**src/hdl/dgf_ram.sv**
```systemverilog
// Generic RAM: one write port, two registered read ports.
// No dependencies.
module dgf_ram #(
  parameter int WIDTH = 32,
  parameter int DEPTH = 8
) (
  input  logic                     clk_i,
  input  logic                     we_i,
  input  logic [$clog2(DEPTH)-1:0] waddr_i,
  input  logic [WIDTH-1:0]         wdata_i,
  input  logic [$clog2(DEPTH)-1:0] raddr_a_i,
  input  logic [$clog2(DEPTH)-1:0] raddr_b_i,
  output logic [WIDTH-1:0]         rdata_a_o,
  output logic [WIDTH-1:0]         rdata_b_o
);

  logic [WIDTH-1:0] mem_q [DEPTH];

  always_ff @(posedge clk_i) begin
    if (we_i) begin
      mem_q[waddr_i] <= wdata_i;
    end
    rdata_a_o <= mem_q[raddr_a_i];
    rdata_b_o <= mem_q[raddr_b_i];
  end

endmodule

```
**config.mk**
```make
export PLATFORM = sky130hd
export DESIGN_NAME = dgf_ram
export DESIGN_NICKNAME = d
export VERILOG_FILES = /design/src/hdl/dgf_ram.sv
export SDC_FILE = /design/constraint.sdc
export NUM_CORES = 1
export LEC_CHECK = 0
export ABC_AREA = 0
export BUFFER_PORTS_ARGS = -buffer_cell sky130_fd_sc_hd__buf_4
export CORE_ASPECT_RATIO = 1.2
export CORE_MARGIN = 3
export CORE_UTILIZATION = 25
export CTS_CLUSTER_DIAMETER = 60
export DETAILED_ROUTE_END_ITERATION = 6
export HOLD_SLACK_MARGIN = 0.05
export PLACE_DENSITY_LB_ADDON = 0.08
export SETUP_SLACK_MARGIN = 0.2
export SYNTH_ARGS = -nofsm -noshare
export SYNTH_HDL_FRONTEND = slang
export SYNTH_SLANG_ARGS = --single-unit
```
**constraint.sdc**
```tcl
create_clock -name clk_i -period 3.38 [get_ports clk_i]
set_clock_uncertainty 0.1 [all_clocks]
set_input_delay 0.169 -clock clk_i [delete_from_list [all_inputs] [get_ports clk_i]]
set_output_delay 0.169 -clock clk_i [all_outputs]
set_load 0.005 [all_outputs]
```
==> results by group <==
Run status
  • Status: completed

Routing
  • First-pass iteration count of the detailed router: 4
  • DR iter-0 viols: 326
  • Vias: 6530
  • DRT antenna net count: 0
  • Routed WL per cell: 24.0 µm
  • Final WL: 34800 µm
  • Vias per std cell: 4.50
  • Drc violations: 0

CTS
  • Clock Tree Root: clkbuf_16
  • Clock Latency Late Sink: 0.54 ns
  • Hold_buf cts: 32
  • Max Root-Sink Buffers: 3
  • Post-CTS Setup Bufs: 0
  • Clock-pin transition on the worst setup and hold timing paths: 0.05 ns
  • CTS tree: built
  • CTS resizes: 0
  • CTS buffer count: 39
  • CTS sink cnt: 320
  • H-tree Lvls: 2

STA
  • Final Slew Violations: 0
  • Relative slew margins: 48.5%
  • Setup WS post-layout: 1.75 ns
  • Minimum clock period: 1.63 ns
  • FMAX: 615 MHz
  • Fin crit share: 48.1%
  • Final hold vios: 0
  • Final setup violation count: 0
  • Worst-margin pin slew: 0.773 ns
  • RSZ-0062 raised after global routing: no
  • Setup TNS: 0 ns
  • Hold Slack: 0.129 ns

Synth
  • Gate Count Post-Synth: 561
  • Syn. warnings: 0
  • Ys async rst share: 0%
  • Post-synth EDFFs: 256
  • Top FF cell, synth: edfxtp_1
  • Synth top area share: 58.3%
  • Leading post-synthesis cells by cell area: edfxtp_1, mux4_1, dfxtp_1
  • Top post-synthesis cells by count: edfxtp_1, mux4_1, dfxtp_1, mux2_2, mux4_2
  • Avg Cell Area, Syn: 23.5 µm²
  • Count leader, synth: edfxtp_1
  • Syn Nets: 604
  • Cell Area, Synth: 0.0132 mm²
  • Synth area leader: edfxtp_1
  • Sequential fraction of the synthesis area: 68.1%
  • Synth unique cells: 14
  • #FFs+latches synth: 320

Critical path
  • Crit start category: input port
  • Critical path peak fanout: 27
  • Crit path kind: input port to flip-flop
  • Worst Path Arrival: 1.95 ns
  • Data required time of the critical path: 3.70 ns
  • Crit end category: flip-flop

Power
  • Total power: 9.56 mW
  • Leak: 5.69 nW
  • Cell area power density: 579 mW/mm²
  • Maximum VDD drop: 0.303 mV

Placement
  • Port Buffers: 106
  • Placed Cells: 1348
  • Post-place setup slack: 1.18 ns
  • Gpl congestion: 0.660
  • Post-DP HPWL: 20100 µm
  • DP Area: 0.0149 mm²

GRT
  • Initial antenna violation count: 0
  • GRT overflow: 0
  • Vias in the first global route: 7287
  • Largest net degree at the start of global routing: 65
  • Global Route Usage Sum: 12.6%
  • First-pass GRT wire length: 50600 µm

Run
  • Max cap viols: 0

Floorplan
  • Core area: 0.0518 mm²
  • Num rows: 91
  • Initial Util: 25.4%
  • Ports: 107
  • Die extent in y: 257 µm
  • Die area: 0.0555 mm²
  • Die width: 216 µm

Layout
  • Sequential cell area: 0.00897 mm²
  • Fin cells: 1450
  • ANT cells: 0
  • Layout Utilization: 31.9%
  • Nets: 767
  • Post-route cell area: 0.0165 mm²
  • Fillers: 4931
  • Area Growth Syn to Fin: 25.3%
  • Footprint of the multi-input gates: 0.00402 mm²
  • Share of layout cells above drive strength 1: 40.5%

Worst hold path
  • Hold crit path type: input port to flip-flop
## metal layers
layer	vias up	share of wire, %	global-route usage, %
li1	2806	-	-
met1	3527	44	16.3
met2	148	50	21.3
met3	49	3.8	2.13
met4	0	2.3	4.30
met5	-	0	0
## final timing paths
path                start            end  slack [ns]  cells after the start
min reg2reg  mem_q[7][29]  rdata_b_o[29]        0.60                      2
max reg2reg  mem_q[3][19]  rdata_b_o[19]        1.91                      2
min            waddr_i[0]    mem_q[4][6]        0.13                      3
max          raddr_b_i[0]  rdata_b_o[13]        1.75                      4
## cell usage in the layout (no fill, tap or decap)
cell type and n:
nor2_4 6, nor3_2 2, mux4_2 48, clkinv_2 3
clkbuf_1 11, inv_6 1, edfxtp_1 256, mux4_1 80
dlygate4sd3_1 32, bufinv_16 4, nand2b_1 3, inv_8 1
clkinvlp_4 2, clkbuf_8 6, dfxtp_1 64, nand2_1 2
mux2_2 64, clkinv_4 1, buf_4 122, clkbuf_16 41
buf_12 4
## final cells by class
cell class | count | area share (%)
Clock buffer | 58 | 6.97
Clock inverter | 12 | 1.08
Multi-Input combinational cell | 205 | 24.3
Sequential cell | 320 | 54.3
Tap cell | 697 | 5.28
Timing Repair Buffer | 158 | 7.98
## report_power, final
group	switching, mW	internal, mW	total [mW]
Clock	1.61	2.67	4.28
Sequential	0.0777	4.44	4.52
Combinational	0.338	0.416	0.754
Total	2.03	7.53	9.56
## sequential cells by signal (all words and copies together) (netlist names)
| register | flops |
|---|---|
| rdata_b_o | 32 |
| mem_q | 256 |
| rdata_a_o | 32 |
## worst max-delay path, stage by stage
cell,delay [ns]
buf_4,0.49
buf_4,0.38
mux4_1,0.60
mux2_2,0.28
## cells by family after synthesis
logic type / count (synthesis) / share of synthesized area (%)
buffers and inverters: 36 / 1.85
DFF: 320 / 68.1
muxes: 192 / 29.6
and+or+nand+nor: 13 / 0.446
(Power assumes the default switching activity.)
